File: config.mk
export PLATFORM = sky130hd
export DESIGN_NAME = flat_device_tree_walker
export DESIGN_NICKNAME = d
export VERILOG_FILES = /design/src/rtl/fdtw_pkg.sv /design/src/rtl/fdtw_core.sv /design/src/rtl/fdtw_out_queue.sv /design/src/rtl/flat_device_tree_walker.sv
export SDC_FILE = /design/constraint.sdc
export NUM_CORES = 1
export LEC_CHECK = 0
export BUFFER_PORTS_ARGS = -buffer_cell sky130_fd_sc_hd__buf_2
export CELL_PAD_IN_SITES_DETAIL_PLACEMENT = 1
export CELL_PAD_IN_SITES_GLOBAL_PLACEMENT = 1
export CORE_AREA = 2 2 194 196
export CTS_BUF_LIST = sky130_fd_sc_hd__clkbuf_4
export DETAILED_ROUTE_END_ITERATION = 10
export DIE_AREA = 0 0 196 198
export HOLD_SLACK_MARGIN = 0.03
export PLACE_DENSITY = 0.93
export SYNTH_ARGS = -nofsm -noshare
export SYNTH_HDL_FRONTEND = slang
export SYNTH_SLANG_ARGS = --single-unit
File: constraint.sdc
create_clock -name i_clk -period 10 [get_ports i_clk]
set_clock_uncertainty 0.1 [all_clocks]
set_input_delay 1.5 -clock i_clk [delete_from_list [all_inputs] [get_ports i_clk]]
set_output_delay 1.5 -clock i_clk [all_outputs]
set_load 0.005 [all_outputs]
File: src/rtl/fdtw_pkg.sv
// fdtw_pkg: shared types, token values, event and error codes for the
// device tree structure walker; no dependencies
package fdtw_pkg;

    localparam int DEF_MAX_DEPTH = 255;

    localparam logic [31:0] TOK_BEGIN_NODE = 32'd1;
    localparam logic [31:0] TOK_END_NODE   = 32'd2;
    localparam logic [31:0] TOK_PROP       = 32'd3;
    localparam logic [31:0] TOK_END        = 32'd9;

    localparam logic [2:0] EV_NAME     = 3'd0;
    localparam logic [2:0] EV_NAME_END = 3'd1;
    localparam logic [2:0] EV_HEADER   = 3'd2;
    localparam logic [2:0] EV_DATA     = 3'd3;
    localparam logic [2:0] EV_DONE     = 3'd4;
    localparam logic [2:0] EV_ERROR    = 3'd5;

    localparam logic [2:0] ERR_UNEXP_END      = 3'd0;
    localparam logic [2:0] ERR_UNEXP_NODE_END = 3'd1;
    localparam logic [2:0] ERR_PROP_NO_NODE   = 3'd2;
    localparam logic [2:0] ERR_BAD_TOKEN      = 3'd3;
    localparam logic [2:0] ERR_INCOMPLETE     = 3'd4;
    localparam logic [2:0] ERR_DEPTH          = 3'd5;

    typedef enum logic [2:0] {
        PH_TOKEN,
        PH_NAME,
        PH_PAD,
        PH_LEN,
        PH_OFF,
        PH_DATA
    } t_phase;

    typedef struct packed {
        logic [2:0]  event_kind;
        logic [7:0]  node_depth;
        logic [7:0]  value_byte;
        logic [31:0] prop_length;
        logic [31:0] name_offset;
        logic [2:0]  error_code;
        logic        last_of_run;
    } t_result;

    // results produced by one byte, slot 0 first
    typedef struct packed {
        logic [1:0] count;
        t_result    slot0;
        t_result    slot1;
    } t_push;

    function automatic t_result mk_res(logic [2:0] kind, logic [7:0] val,
                                       logic [31:0] len, logic [31:0] off,
                                       logic [2:0] err);
        t_result r;
        r.event_kind  = kind;
        r.node_depth  = 8'd0;
        r.value_byte  = val;
        r.prop_length = len;
        r.name_offset = off;
        r.error_code  = err;
        r.last_of_run = 1'b0;
        return r;
    endfunction

endpackage

File: src/rtl/fdtw_core.sv
// fdtw_core: input register and walker state; decodes one byte per cycle
// into up to two results while i_room is high. depends on fdtw_pkg
module fdtw_core #(
    parameter int MAX_DEPTH = fdtw_pkg::DEF_MAX_DEPTH
) (
    input  logic            i_clk,
    input  logic            i_rst_n,
    input  logic            i_valid,
    output logic            o_ready,
    input  logic [7:0]      i_data_byte,
    input  logic            i_last,
    input  logic            i_stop,
    input  logic            i_room,
    output fdtw_pkg::t_push o_push
);
    import fdtw_pkg::*;

    localparam logic [7:0] LIMIT = (MAX_DEPTH < 255) ? 8'(MAX_DEPTH) : 8'd255;

    logic        r_in_valid, n_in_valid;
    logic [7:0]  r_byte;
    logic        r_last, r_stop;

    t_phase      r_phase, n_phase;
    logic [1:0]  r_biw, n_biw;
    logic [31:0] r_acc, n_acc;
    logic [7:0]  r_depth, n_depth;
    logic [31:0] r_held_len, n_held_len;
    logic [31:0] r_left, n_left;
    logic        r_finished, n_finished;

    logic        consume;
    logic [1:0]  pos_next;
    logic [31:0] acc_shift;
    logic [31:0] left_dec;
    logic        ended;
    t_push       push;

    assign consume  = r_in_valid && i_room;
    assign o_ready  = !r_in_valid || consume;
    assign pos_next = r_biw + 2'd1;
    assign acc_shift = {r_acc[23:0], r_byte};
    assign left_dec  = (r_left != 32'd0) ? r_left - 32'd1 : r_left;

    always_comb begin
        n_in_valid = r_in_valid;
        if (o_ready) begin
            n_in_valid = i_valid;
        end
    end

    always_comb begin
        n_phase    = r_phase;
        n_biw      = r_biw;
        n_acc      = r_acc;
        n_depth    = r_depth;
        n_held_len = r_held_len;
        n_left     = r_left;
        n_finished = r_finished;
        ended      = 1'b0;
        push.count = 2'd0;
        push.slot0 = mk_res(EV_DONE, 8'd0, 32'd0, 32'd0, 3'd0);
        push.slot1 = mk_res(EV_DONE, 8'd0, 32'd0, 32'd0, 3'd0);

        if (!r_finished) begin
            case (r_phase)
                PH_TOKEN: begin
                    n_acc = acc_shift;
                    if (pos_next == 2'd0) begin
                        if (acc_shift == TOK_END) begin
                            push.count = 2'd1;
                            if (r_depth != 8'd0) begin
                                push.slot0 = mk_res(EV_ERROR, 8'd0, 32'd0, 32'd0,
                                                    ERR_UNEXP_END);
                            end
                            ended = 1'b1;
                        end else if (acc_shift == TOK_BEGIN_NODE) begin
                            if (r_depth >= LIMIT) begin
                                push.count = 2'd1;
                                push.slot0 = mk_res(EV_ERROR, 8'd0, 32'd0, 32'd0,
                                                    ERR_DEPTH);
                                ended = 1'b1;
                            end else begin
                                n_depth = r_depth + 8'd1;
                                n_phase = PH_NAME;
                            end
                        end else if (acc_shift == TOK_END_NODE) begin
                            if (r_depth == 8'd0) begin
                                push.count = 2'd1;
                                push.slot0 = mk_res(EV_ERROR, 8'd0, 32'd0, 32'd0,
                                                    ERR_UNEXP_NODE_END);
                                ended = 1'b1;
                            end else begin
                                n_depth = r_depth - 8'd1;
                            end
                        end else if (acc_shift == TOK_PROP) begin
                            if (r_depth == 8'd0) begin
                                push.count = 2'd1;
                                push.slot0 = mk_res(EV_ERROR, 8'd0, 32'd0, 32'd0,
                                                    ERR_PROP_NO_NODE);
                                ended = 1'b1;
                            end else begin
                                n_phase = PH_LEN;
                            end
                        end else begin
                            push.count = 2'd1;
                            push.slot0 = mk_res(EV_ERROR, 8'd0, 32'd0, 32'd0,
                                                ERR_BAD_TOKEN);
                            ended = 1'b1;
                        end
                    end
                end
                PH_NAME: begin
                    push.count = 2'd1;
                    if (r_byte != 8'd0) begin
                        push.slot0 = mk_res(EV_NAME, r_byte, 32'd0, 32'd0, 3'd0);
                    end else begin
                        push.slot0 = mk_res(EV_NAME_END, 8'd0, 32'd0, 32'd0, 3'd0);
                        n_phase = (pos_next != 2'd0) ? PH_PAD : PH_TOKEN;
                        if (r_stop) begin
                            push.count = 2'd2;
                            ended = 1'b1;
                        end
                    end
                end
                PH_PAD: begin
                    if (pos_next == 2'd0) begin
                        n_phase = PH_TOKEN;
                    end
                end
                PH_LEN: begin
                    n_acc = acc_shift;
                    if (pos_next == 2'd0) begin
                        n_held_len = acc_shift;
                        n_phase    = PH_OFF;
                    end
                end
                PH_OFF: begin
                    n_acc = acc_shift;
                    if (pos_next == 2'd0) begin
                        push.count = 2'd1;
                        push.slot0 = mk_res(EV_HEADER, 8'd0, r_held_len, acc_shift,
                                            3'd0);
                        n_left = r_held_len;
                        if (r_held_len == 32'd0) begin
                            n_phase = PH_TOKEN;
                            if (r_stop) begin
                                push.count = 2'd2;
                                ended = 1'b1;
                            end
                        end else begin
                            n_phase = PH_DATA;
                        end
                    end
                end
                default: begin
                    push.count = 2'd1;
                    push.slot0 = mk_res(EV_DATA, r_byte, 32'd0, 32'd0, 3'd0);
                    n_left = left_dec;
                    if (left_dec == 32'd0) begin
                        n_phase = (pos_next != 2'd0) ? PH_PAD : PH_TOKEN;
                        if (r_stop) begin
                            push.count = 2'd2;
                            ended = 1'b1;
                        end
                    end
                end
            endcase

            n_biw = pos_next;

            // stream end closes the walk
            if (!ended && r_last) begin
                if (n_phase == PH_TOKEN && pos_next != 2'd0) begin
                    push.slot1 = mk_res(EV_ERROR, 8'd0, 32'd0, 32'd0, ERR_BAD_TOKEN);
                end else if ((n_phase == PH_TOKEN || n_phase == PH_PAD)
                             && n_depth == 8'd0) begin
                    push.slot1 = mk_res(EV_DONE, 8'd0, 32'd0, 32'd0, 3'd0);
                end else begin
                    push.slot1 = mk_res(EV_ERROR, 8'd0, 32'd0, 32'd0, ERR_INCOMPLETE);
                end
                if (push.count == 2'd0) begin
                    push.slot0 = push.slot1;
                    push.count = 2'd1;
                end else begin
                    push.count = 2'd2;
                end
                ended = 1'b1;
            end
            if (ended) begin
                n_finished = 1'b1;
            end
        end

        push.slot0.node_depth = n_depth;
        push.slot1.node_depth = n_depth;
        push.slot0.last_of_run = (push.count == 2'd1);
        push.slot1.last_of_run = 1'b1;

        if (r_last) begin
            n_phase    = PH_TOKEN;
            n_biw      = 2'd0;
            n_acc      = 32'd0;
            n_depth    = 8'd0;
            n_held_len = 32'd0;
            n_left     = 32'd0;
            n_finished = 1'b0;
        end
    end

    always_comb begin
        o_push = push;
        if (!consume) begin
            o_push.count = 2'd0;
        end
    end

    always_ff @(posedge i_clk) begin
        if (o_ready) begin
            r_byte <= i_data_byte;
            r_last <= i_last;
            r_stop <= i_stop;
        end
    end

    always_ff @(posedge i_clk) begin
        if (!i_rst_n) begin
            r_in_valid <= 1'b0;
            r_phase    <= PH_TOKEN;
            r_biw      <= 2'd0;
            r_acc      <= 32'd0;
            r_depth    <= 8'd0;
            r_held_len <= 32'd0;
            r_left     <= 32'd0;
            r_finished <= 1'b0;
        end else begin
            r_in_valid <= n_in_valid;
            if (consume) begin
                r_phase    <= n_phase;
                r_biw      <= n_biw;
                r_acc      <= n_acc;
                r_depth    <= n_depth;
                r_held_len <= n_held_len;
                r_left     <= n_left;
                r_finished <= n_finished;
            end
        end
    end

endmodule

File: src/rtl/fdtw_out_queue.sv
// fdtw_out_queue: three-entry shift queue of results, takes up to two per
// cycle and hands out one per transaction. depends on fdtw_pkg
module fdtw_out_queue (
    input  logic              i_clk,
    input  logic              i_rst_n,
    input  fdtw_pkg::t_push   i_push,
    output logic              o_room,
    output logic              o_valid,
    input  logic              i_ready,
    output fdtw_pkg::t_result o_head
);
    import fdtw_pkg::*;

    localparam int DEPTH = 3;

    t_result    r_q [DEPTH];
    t_result    n_q [DEPTH];
    logic [1:0] r_count, n_count;
    logic       pop;
    logic [1:0] base;

    assign o_valid = (r_count != 2'd0);
    assign o_head  = r_q[0];
    assign pop     = o_valid && i_ready;
    // room for two results regardless of the output side
    assign o_room  = (r_count <= 2'd1);
    assign base    = r_count - {1'b0, pop};

    always_comb begin
        for (int i = 0; i < DEPTH; i++) begin
            n_q[i] = r_q[i];
        end
        if (pop) begin
            for (int i = 0; i < DEPTH - 1; i++) begin
                n_q[i] = r_q[i + 1];
            end
        end
        for (int i = 0; i < DEPTH; i++) begin
            if (i_push.count != 2'd0 && 2'(i) == base) begin
                n_q[i] = i_push.slot0;
            end
            if (i_push.count == 2'd2 && 2'(i) == base + 2'd1) begin
                n_q[i] = i_push.slot1;
            end
        end
        n_count = base + i_push.count;
    end

    always_ff @(posedge i_clk) begin
        for (int i = 0; i < DEPTH; i++) begin
            r_q[i] <= n_q[i];
        end
    end

    always_ff @(posedge i_clk) begin
        if (!i_rst_n) begin
            r_count <= 2'd0;
        end else begin
            r_count <= n_count;
        end
    end

endmodule

File: src/rtl/flat_device_tree_walker.sv
// Structure-block walker for a flattened device tree: one byte of the block
// is taken per cycle with valid/ready while the result queue has room, and
// node-name, name-end, property header, property data, done and error events
// come out one per output transaction. A byte enters an input register, is
// decoded against the walker state and its events land in a three-entry
// result queue once it has room, so the first event of a byte shows after the
// input register and the queue. The sustained rate is one byte per cycle while
// the output keeps up; a byte that yields two events (a completion followed by
// done, or a stream-end event) takes two output transactions, and the queue
// holds the second. A node deeper than min(MAX_DEPTH, 255) ends in an error.
// Depends on fdtw_pkg, fdtw_core and fdtw_out_queue.
module flat_device_tree_walker #(
    parameter int MAX_DEPTH = fdtw_pkg::DEF_MAX_DEPTH
) (
    input  logic        i_clk,
    input  logic        i_rst_n,
    input  logic        i_valid,
    output logic        o_ready,
    input  logic [7:0]  i_data_byte,
    input  logic        i_last,
    input  logic        i_stop,
    output logic        o_valid,
    input  logic        i_ready,
    output logic [2:0]  o_event_kind,
    output logic [7:0]  o_node_depth,
    output logic [7:0]  o_value_byte,
    output logic [31:0] o_prop_length,
    output logic [31:0] o_name_offset,
    output logic [2:0]  o_error_code,
    output logic        o_last_of_run
);
    import fdtw_pkg::*;

    t_push   push;
    logic    room;
    t_result head;

    fdtw_core #(
        .MAX_DEPTH(MAX_DEPTH)
    ) u_core (
        .i_clk       (i_clk),
        .i_rst_n     (i_rst_n),
        .i_valid     (i_valid),
        .o_ready     (o_ready),
        .i_data_byte (i_data_byte),
        .i_last      (i_last),
        .i_stop      (i_stop),
        .i_room      (room),
        .o_push      (push)
    );

    fdtw_out_queue u_queue (
        .i_clk   (i_clk),
        .i_rst_n (i_rst_n),
        .i_push  (push),
        .o_room  (room),
        .o_valid (o_valid),
        .i_ready (i_ready),
        .o_head  (head)
    );

    assign o_event_kind  = head.event_kind;
    assign o_node_depth  = head.node_depth;
    assign o_value_byte  = head.value_byte;
    assign o_prop_length = head.prop_length;
    assign o_name_offset = head.name_offset;
    assign o_error_code  = head.error_code;
    assign o_last_of_run = head.last_of_run;

endmodule

## After elaboration in Yosys (flattened, before gate mapping)

Memories as Yosys holds them, arrays and structs flattened.
Cells that the tools add are included.

| storage, ports and cells | value |
|---|---|
| output and inout port bits | 89 |
| memories | 1 |
| RAM bits | 261 |
| word-level logic and storage cells | 173 |
| input port bits | 14 |
| register bits | 115 |

Memory list:

| memory | depth | bits a word | read ports | clocked after memory_dff | wr ports | RTL line | source |
|---|---|---|---|---|---|---|---|
| u_queue.r_q | 3 | 87 | 3 | 0 | 3 | fdtw_out_queue.sv:16 | `t_result r_q [DEPTH];` |

| cells by class | value |
|---|---|
| muxes and demuxes | 92 |
| equal/unequal tests | 18 |
| reductions and logical operators | 41 |
| $lt $le $gt $ge | 2 |
| add/sub/neg operators | 7 |

Operator list:

| cell | count |
|---|---|
| two-way mux 87 bit | 8 |
| two-way mux 89 bit | 6 |
| one-hot mux 89 bit (4 select lines) | 1 |
| two-way mux 176 bit | 2 |
| two-way mux 88 bit | 4 |
| two-way mux 32 bit | 8 |
| two-way mux 85 bit | 3 |
| two-way mux 174 bit | 1 |
| two-way mux 8 bit | 10 |
| two-way mux 24 bit | 3 |
| equality test 32 x 2 -> 1 bit (second input constant) | 2 |
| logical NOT 32 bit | 2 |
| one-hot mux 32 bit (2 select lines) | 1 |
| two-way mux 3 bit | 16 |
| equality test 32 x 1 -> 1 bit (second input constant) | 1 |
| equality test 32 x 4 -> 1 bit (second input constant) | 1 |
| nonzero test 32 bit | 1 |
| subtractor 32 x 1 -> 32 bit (second input constant) | 1 |
| two-way mux 1 bit | 18 |
| two-way mux 2 bit | 9 |
| logical NOT 8 bit | 2 |
| nonzero test 8 bit | 2 |
| one-hot mux 3 bit (5 select lines) | 1 |
| nonzero test 2 bit | 6 |
| 28 further kinds | 51 |

## Logic depth before layout (Yosys ltp)

Gate-level depths: netlist of the first run.

| depth | value |
|---|---|
| depth after elaboration | 22 |
| depth in mapped cells | 17 |
| mapped depth without buffers | 15 |

## Modules after synthesis

Synthesis of the first run repeated with hierarchy kept, for this count alone.

| second synthesis, totals | value |
|---|---|
| cells, all modules | 2210 |
| area total of the unflattened synthesis | 21838.4 µm² |

By module, submodules not included:

| module | sequential area each (µm²) | area each (µm²) | times used | cells an instance |
|---|---|---|---|---|
| fdtw_out_queue | 7877.6 | 13823.3 | 1 | 1107 |
| fdtw_core | 2362.3 | 8015.2 | 1 | 1103 |

## Worst setup path before layout of the first run

No wires, ideal clock.

| timing | value |
|---|---|
| kind | reg-to-reg |
| from | reg u_core.r_left[0] (netlist name) |
| to | mem u_queue.r_q[0][1] (netlist bit), enable pin |
| slack | 5.433 ns |
| cell stages (with the launch flop) | 15 |
| arrival | 4.106 ns |
| data required time | 9.539 ns |
| path buffers | 2 |
| clock period less this slack | 4.567 ns |
| library setup time | 0.361 ns |
| cells stage by stage | dfxtp_1 inv_1 ha_1 or3b_1 or4_1 or4b_1 a21oi_1 o22ai_1 or4b_1 or4_1 buf_2 a21oi_2 buf_2 inv_1 nand3_1 |

RTL lines:

| element | RTL line |
|---|---|
| to (decl) | fdtw_out_queue.sv:16 |

==> results of run 1 <==
-- worst paths after layout --
check / end / slack, ns / cells after the start / from
worst min-delay path: u_queue.r_q[0][178] / 0.38 / 2 / u_queue.r_q[0][178]
worst max-delay path: u_queue.r_q[0][255] / 3.50 / 13 / u_core.r_left[0]
worst max register to register: u_queue.r_q[0][255] / 3.50 / 13 / u_core.r_left[0]
worst min register to register: u_queue.r_q[0][178] / 0.38 / 2 / u_queue.r_q[0][178]
-- cell families (layout without fill, tap and decap cells) --
family	Yosys count	after routing
AO/OA/AOI/OAI	538	538
XOR/XNOR	14	14
adder cells (fa/ha/maj)	6	6
buffers and inverters	297	321
flip-flops	376	376
multiplexers	18	18
other	0	5
AND/OR/NAND/NOR	1090	1090
-- per-stage QoR --
step                setup slack (ns)  std cells
detailed placement              3.81       2668
finish                          3.50       2842
floorplan                       5.43       2339
global route                    3.17       2840
CTS                             3.72       2837
global placement                4.06       2668
-- sequential cells by signal, indices dropped and copies added (netlist names) --
register and cells:
u_core.r_left 32, u_queue.r_count 2, u_core.r_byte 8, u_core.r_stop 1, u_core.r_acc 24, u_core.r_in_valid 1, u_core.r_held_len 32, u_core.r_phase 3
u_core.r_finished 1, u_core.r_last 1, u_core.r_biw 2, u_core.r_depth 8, u_queue.r_q 261
-- worst max-delay path: stages, from the launching register on --
cell and delay [ns]:
dfxtp_1 0.39, inv_1 0.11, ha_1 0.24, nor3b_1 0.58, nand4_1 0.44, nor4_1 0.50, xnor2_1 0.22, o2111ai_1 0.17
or4b_1 0.62, or4_1 0.81, a21oi_4 0.22, buf_4 0.77, nor2_1 0.37, inv_1 0.52
-- power by group through the flow --
stage	Combinational (mW)	Sequential (mW)	Clock (mW)
floorplan	1.03	2.03	0
global placement	1.11	2.10	0
detailed placement	1.20	2.12	0
CTS	1.27	2.11	1.41
global route	1.44	2.15	1.52
finish	1.34	2.14	1.45
-- layout make-up --
class	count	area (um^2)
Sequential cell	376	7990
Fill cell	4478	16900
Antenna cell	5	12.5
Timing Repair Buffer	127	698
Tap cell	474	593
Inverter	25	96.3
Multi-Input combinational cell	1666	9370
Clock inverter	18	113
Clock buffer	151	1130
-- cell usage in the layout (no fill, tap or decap), types with 6 or more instances in the layout --
| master | instances |
|---|---|
| inv_1 | 22 |
| nand4_1 | 14 |
| o21ai_0 | 64 |
| or3_1 | 17 |
| nor3_1 | 46 |
| nor2b_1 | 96 |
| or2_2 | 9 |
| and2_1 | 22 |
| buf_4 | 25 |
| nand2b_1 | 9 |
| a22oi_1 | 43 |
| nor3b_1 | 27 |
| clkbuf_4 | 151 |
| mux2_2 | 6 |
| clkinv_1 | 11 |
| buf_2 | 102 |
| o31ai_1 | 10 |
| a21boi_0 | 11 |
| a211oi_1 | 157 |
| and3_1 | 149 |
| nand3_1 | 30 |
| nand2_1 | 509 |
| o22ai_1 | 76 |
| dfxtp_1 | 330 |
| nor2_1 | 88 |
| xnor2_1 | 9 |
| o31a_1 | 6 |
| or4_1 | 10 |
| a31oi_1 | 10 |
| a21oi_1 | 99 |
| edfxtp_1 | 46 |
| mux2i_1 | 6 |
| ha_1 | 6 |
| mux2_1 | 6 |
| nor4_1 | 34 |
| o211ai_1 | 8 |
-- metal layers --
layer / track usage / vias up
met4: 0.205 / 0
met5: 0 / -
met2: 0.602 / 1518
met3: 0.0957 / 473
met1: 0.460 / 9520
li1: - / 8216
==> flow_metrics.py, run 1 <==
metrics = {
    "status": {
        "status": "finished, final reports clean",
    },
    "clock_network": {
        "cts_resized": 0,
        "tritoncts": "built",
        "cts.sinks": 376,
        "clockBufferDepth": 3,
        "clk_pin_slew_ns": 0.07,
        "ctsHoldBuffers": 0,
        "clk_latency_ns": 0.87,
        "cts_setup_buffers": 0,
        "cts_made_buffers": 96,
        "cts_root_buf": "clkbuf_4",
        "htree_levels": 3,
    },
    "yosys": {
        "synth_edf_count": 46,
        "synth_top_family_by_area": "simple AND/OR/NAND/NOR gates",
        "synth_mux_area_frac": 0.0104,
        "ys_seq_area_frac": 0.425,
        "synth_compound_area_frac": 0.191,
        "avgSynthCellArea_um2": 8.03,
        "ys_top_cells_by_area": "dfxtp_1 35%, nand2_1 10%, edfxtp_1 7.4%",
        "ys_top_cells_by_count": "512 x nand2_1, 330 x dfxtp_1, 159 x clkbuf_1, 157 x a211oi_1, 149 x and3_1",
        "synth_seq_cells": 376,
        "yosysUniqueCellTypes": 75,
        "synth_simple_gate_area_frac": 0.284,
        "ys_async_sr_fraction": 0,
        "syn_area_um2": 18800,
        "yosysMostFrequentCell": "nand2_1",
        "ys_warn_count": 0,
        "yosysTopAreaCellShare": 0.352,
        "synth_top_cell_by_area": "dfxtp_1",
        "synth-main-ff-cell": "dfxtp_1",
        "synth_cells": 2339,
        "syn-num-nets": 2359,
        "synth_fa_ha_area_frac": 0.00400,
        "synth_xor_area_frac": 0.00653,
    },
    "power": {
        "fin_total_pwr_mw": 4.93,
        "irDropWorstVdd_uv": 104,
        "power_switching_mw": 1.80,
        "p_seq_frac": 0.435,
        "cellPowerDensity_nw_per_um2": 246,
        "pwr-share-comb": 0.271,
        "swShare": 0.365,
        "leakage_nw": 7.26,
        "power_frac_clock": 0.293,
        "intPower_mw": 3.13,
    },
    "global_route": {
        "grt-ovfl-total": 0,
        "track_usage": 0.374,
        "grt_first_pass_wirelength_mm": 114,
        "grt_pass1_vias": 19500,
        "antenna_found_initial": 4,
        "grt_max_degree": 106,
    },
    "setup_path": {
        "cp.arrival_ns": 6.87,
        "endpoint_kind": "flip-flop",
        "cp_max_fo": 76,
        "critPathLaunchType": "flip-flop",
        "crit_required_ns": 10.36,
        "critPathKind": "reg -> reg",
    },
    "placement": {
        "placed_area_um2": 18700,
        "portBuffers": 102,
        "gp_congestion": 0.952,
        "dp_hpwl_mm": 42.8,
    },
    "die": {
        "io_pins": 103,
        "core_area_um2": 37000,
        "die_area_um2": 38800,
        "die_w_um": 196,
        "start_util": 0.508,
        "row_count": 71,
        "dieHeight_um": 198,
    },
    "flow_run": {
        "cap_violations": 0,
    },
    "detailed_routing": {
        "wirelength_mm": 79.2,
        "dr.first_iter.drc_count": 2542,
        "wl_met1_mm": 29.4,
        "wire_per_inst_um": 27.9,
        "drcViolationCount": 0,
        "met2_length_mm": 36.0,
        "vias": 19700,
        "ant_nets": 0,
        "wl_met3_mm": 8.55,
        "top_layer_used": "met4",
        "dr.pass1.iters": 6,
        "routed_via_density": 6.94,
    },
    "timing": {
        "finalHoldViolCount": 0,
        "slew_headroom": 0.157,
        "timing.final.crit_share": 0.650,
        "hold_ws_ns": 0.382,
        "maxSlewViolCount": 0,
        "fin_crit_ns": 6.50,
        "finalSetupTns_ns": 0,
        "setup_viol": 0,
        "rsz0062_at_grt": "no",
        "fmax_mhz": 154,
        "tightest_slew_ns": 1.25,
    },
    "cells_and_area": {
        "areaGrowthSynthToFinish_pct": 6.58,
        "fin_nets": 2312,
        "drive_gt1_frac": 0.136,
        "utilization": 0.541,
        "fin_area_um2": 20000,
    },
    "min_path": {
        "min_path_type": "reg -> reg",
    },
}
(Power assumes the default switching activity.)
==> run 2, diff against run 1 <==
--- a/config.mk
+++ b/config.mk
@@ -5,15 +5,16 @@
 export SDC_FILE = /design/constraint.sdc
 export NUM_CORES = 1
 export LEC_CHECK = 0
+export ABC_AREA = 1
 export BUFFER_PORTS_ARGS = -buffer_cell sky130_fd_sc_hd__buf_2
 export CELL_PAD_IN_SITES_DETAIL_PLACEMENT = 1
 export CELL_PAD_IN_SITES_GLOBAL_PLACEMENT = 1
-export CORE_AREA = 2 2 194 196
+export CORE_AREA = 2 2 218 220
 export CTS_BUF_LIST = sky130_fd_sc_hd__clkbuf_4
 export DETAILED_ROUTE_END_ITERATION = 10
-export DIE_AREA = 0 0 196 198
+export DIE_AREA = 0 0 220 222
 export HOLD_SLACK_MARGIN = 0.03
-export PLACE_DENSITY = 0.93
+export PLACE_DENSITY = 0.89
 export SYNTH_ARGS = -nofsm -noshare
 export SYNTH_HDL_FRONTEND = slang
 export SYNTH_SLANG_ARGS = --single-unit
==> constraint.sdc (replaced) <==
create_clock -name i_clk -period 6.15 [get_ports i_clk]
set_clock_uncertainty 0.1 [all_clocks]
set_input_delay 0.9225 -clock i_clk [delete_from_list [all_inputs] [get_ports i_clk]]
set_output_delay 0.9225 -clock i_clk [all_outputs]
set_load 0.005 [all_outputs]
==> run 2 against run 1 <==
Effect of this change: highest routed layer is now met5; final area rose by 13%; clock power rose by 68%; first-iteration DRC count fell by 25%; count of clock-buffer cells in the layout rose by 2; sequential power rose by 76%; routed wire length fell by 2.2%.
==> flow_metrics.py, run 2 <==
metrics = {
    "status": {
        "status": "finished, final reports clean",
    },
    "placement": {
        "dp_hpwl_mm": 50.3,
        "placed_area_um2": 21200,
        "dp.cells": 3686,
        "dpl_worst_slack_ns": 0.796,
        "portBuffers": 102,
        "gp_congestion": 0.936,
    },
    "timing": {
        "setup_slack_ns": 0.553,
        "finalSetupTns_ns": 0,
        "finalHoldViolCount": 0,
        "maxSlewViolCount": 0,
        "rsz0062_at_grt": "no",
        "fin_crit_ns": 5.60,
        "setup_viol": 0,
        "hold_ws_ns": 0.159,
        "tightest_slew_ns": 1.12,
        "fmax_mhz": 179,
        "slew_headroom": 0.254,
        "timing.final.crit_share": 0.910,
    },
    "cells_and_area": {
        "final_cells": 3866,
        "fin_nets": 3204,
        "drive_gt1_frac": 0.102,
        "top_regs": "u_queue.r_q x261, u_core.r_held_len x32, u_core.r_left x32",
        "fin_area_um2": 22600,
        "utilization": 0.488,
        "largest_reg_flops": 261,
        "areaGrowthSynthToFinish_pct": 6.23,
        "layout_commonest_cell": "nand2_1",
        "regMostFlops": "u_queue.r_q",
        "final_cell_mix": "958 x nand2_1, 347 x nor2_1, 330 x dfxtp_1, 264 x nand3_1, 251 x inv_1",
    },
    "yosys": {
        "ys_async_sr_fraction": 0,
        "avgSynthCellArea_um2": 6.51,
        "synth_top_cell_by_area": "dfxtp_1",
        "yosysMostFrequentCell": "nand2_1",
        "synth_edf_count": 46,
        "synth_cells": 3266,
        "synth_seq_cells": 376,
        "yosysTopAreaCellShare": 0.311,
        "ys_top_cells_by_count": "962 x nand2_1, 351 x nor2_1, 330 x dfxtp_1, 264 x nand3_1, 251 x inv_1",
        "yosysUniqueCellTypes": 43,
        "ys_top_cells_by_area": "dfxtp_1 31%, nand2_1 17%, edfxtp_1 6.5%",
        "synth-main-ff-cell": "dfxtp_1",
        "syn_area_um2": 21300,
        "ys_warn_count": 0,
        "syn-num-nets": 3286,
        "ys_seq_area_frac": 0.376,
    },
    "die": {
        "core_area_um2": 46300,
        "dieHeight_um": 222,
        "die_area_um2": 48800,
        "io_pins": 103,
        "start_util": 0.460,
        "die_w_um": 220,
        "row_count": 79,
    },
    "clock_network": {
        "clockBufferDepth": 3,
        "clk_latency_ns": 0.90,
        "clk_pin_slew_ns": 0.07,
        "htree_levels": 3,
        "cts.sinks": 376,
        "cts_root_buf": "clkbuf_4",
        "cts_setup_buffers": 0,
        "tritoncts": "built",
        "ctsHoldBuffers": 0,
        "cts_resized": 0,
        "cts_made_buffers": 103,
    },
    "power": {
        "irDropWorstVdd_uv": 379,
        "swShare": 0.401,
        "cellPowerDensity_nw_per_um2": 414,
        "intPower_mw": 5.60,
        "fin_total_pwr_mw": 9.34,
        "pwr-share-comb": 0.336,
        "power_switching_mw": 3.74,
        "p_seq_frac": 0.403,
        "leakage_nw": 11.2,
        "power_frac_clock": 0.261,
    },
    "global_route": {
        "antenna_found_initial": 3,
        "track_usage": 0.313,
        "grt_max_degree": 146,
        "grt_first_pass_wirelength_mm": 123,
        "grt_pass1_vias": 23000,
        "grt-ovfl-total": 0,
    },
    "detailed_routing": {
        "wire_per_inst_um": 20.0,
        "routed_via_density": 5.83,
        "drcViolationCount": 0,
        "wirelength_mm": 77.4,
        "dr.first_iter.drc_count": 1894,
        "dr.pass1.iters": 5,
        "ant_nets": 0,
        "vias": 22500,
    },
    "setup_path": {
        "critPathLaunchType": "flip-flop",
        "cp_max_fo": 68,
        "crit_required_ns": 6.64,
        "critPathKind": "reg -> reg",
        "endpoint_kind": "flip-flop",
        "cp.arrival_ns": 6.09,
        "reg2reg_slack_ns": 0.55,
    },
    "min_path": {
        "min_path_type": "in -> reg",
    },
    "flow_run": {
        "cap_violations": 0,
    },
}
-- run 2: final timing paths --
path	end	startpoint	depth (start not counted)
max	u_queue.r_q[0][166]	u_core.r_left[0]	21
min	u_core.r_byte[1]	i_data_byte[1]	1
max reg2reg	u_queue.r_q[0][166]	u_core.r_left[0]	21
min reg2reg	u_core.r_biw[0]	u_core.r_biw[0]	1
-- run 2: critical path, stage by stage, from the launching register on --
cell and delay, ns:
dfxtp_1 0.33, inv_1 0.12, ha_1 0.33, nand2_2 0.18, nor2_8 0.20, nand2_4 0.09, nor2_4 0.26, inv_2 0.24
nand2_1 0.18, nand2_1 0.07, nor2_1 0.10, nand2_1 0.06, nor2_1 0.27, nand3_4 0.17, nand3_1 0.15, nand2_1 0.13
nand4_4 0.16, nand2_8 0.28, nand2_4 0.64, nand2_1 0.79, nand2_1 0.31, nand2_1 0.10
-- run 2: area by class of cell --
| class | count | area, um^2 |
|---|---|---|
| Timing Repair Buffer | 129 | 763 |
| Clock inverter | 25 | 215 |
| Clock buffer | 153 | 1150 |
| Sequential cell | 376 | 7990 |
| Antenna cell | 2 | 5.00 |
| Tap cell | 607 | 759 |
| Multi-Input combinational cell | 2315 | 10700 |
| Fill cell | 6203 | 23700 |
| Inverter | 259 | 972 |
-- run 2: cells by family (layout without fill, tap and decap cells) --
kind of cell / after synthesis / count (layout) / share of synthesized area
and+or+nand+nor: 1899 / 1899 / 0.393
xor gates and xnor gates: 12 / 12 / 0.00494
AOI/OAI and AO/OA: 398 / 398 / 0.0983
other: 0 / 2 / 0
adders and majority gates: 6 / 6 / 0.00353
buffers and inverters: 575 / 566 / 0.124
DFF: 376 / 376 / 0.376
-- run 2: power by group through the flow --
stage	logic [mW]	clock network [mW]	registers (mW)
6_report	3.14	2.44	3.77
5_1_grt	3.48	2.61	3.83
4_1_cts	3.12	2.48	3.74
3_5_place_dp	3.08	0	3.79
3_3_place_gp	2.90	0	3.73
2_1_floorplan	2.43	0	3.64
-- run 2: per-layer routing --
layer  wire length, um  share of wire  GRT usage  vias to the layer above
met1             33900           0.44      0.409                    11100
met2             36500           0.47      0.506                      790
met4              2190          0.028      0.127                        2
met3              4830          0.062     0.0571                      166
li1                  -              -          -                    10500
met5                13        0.00017          0                        -
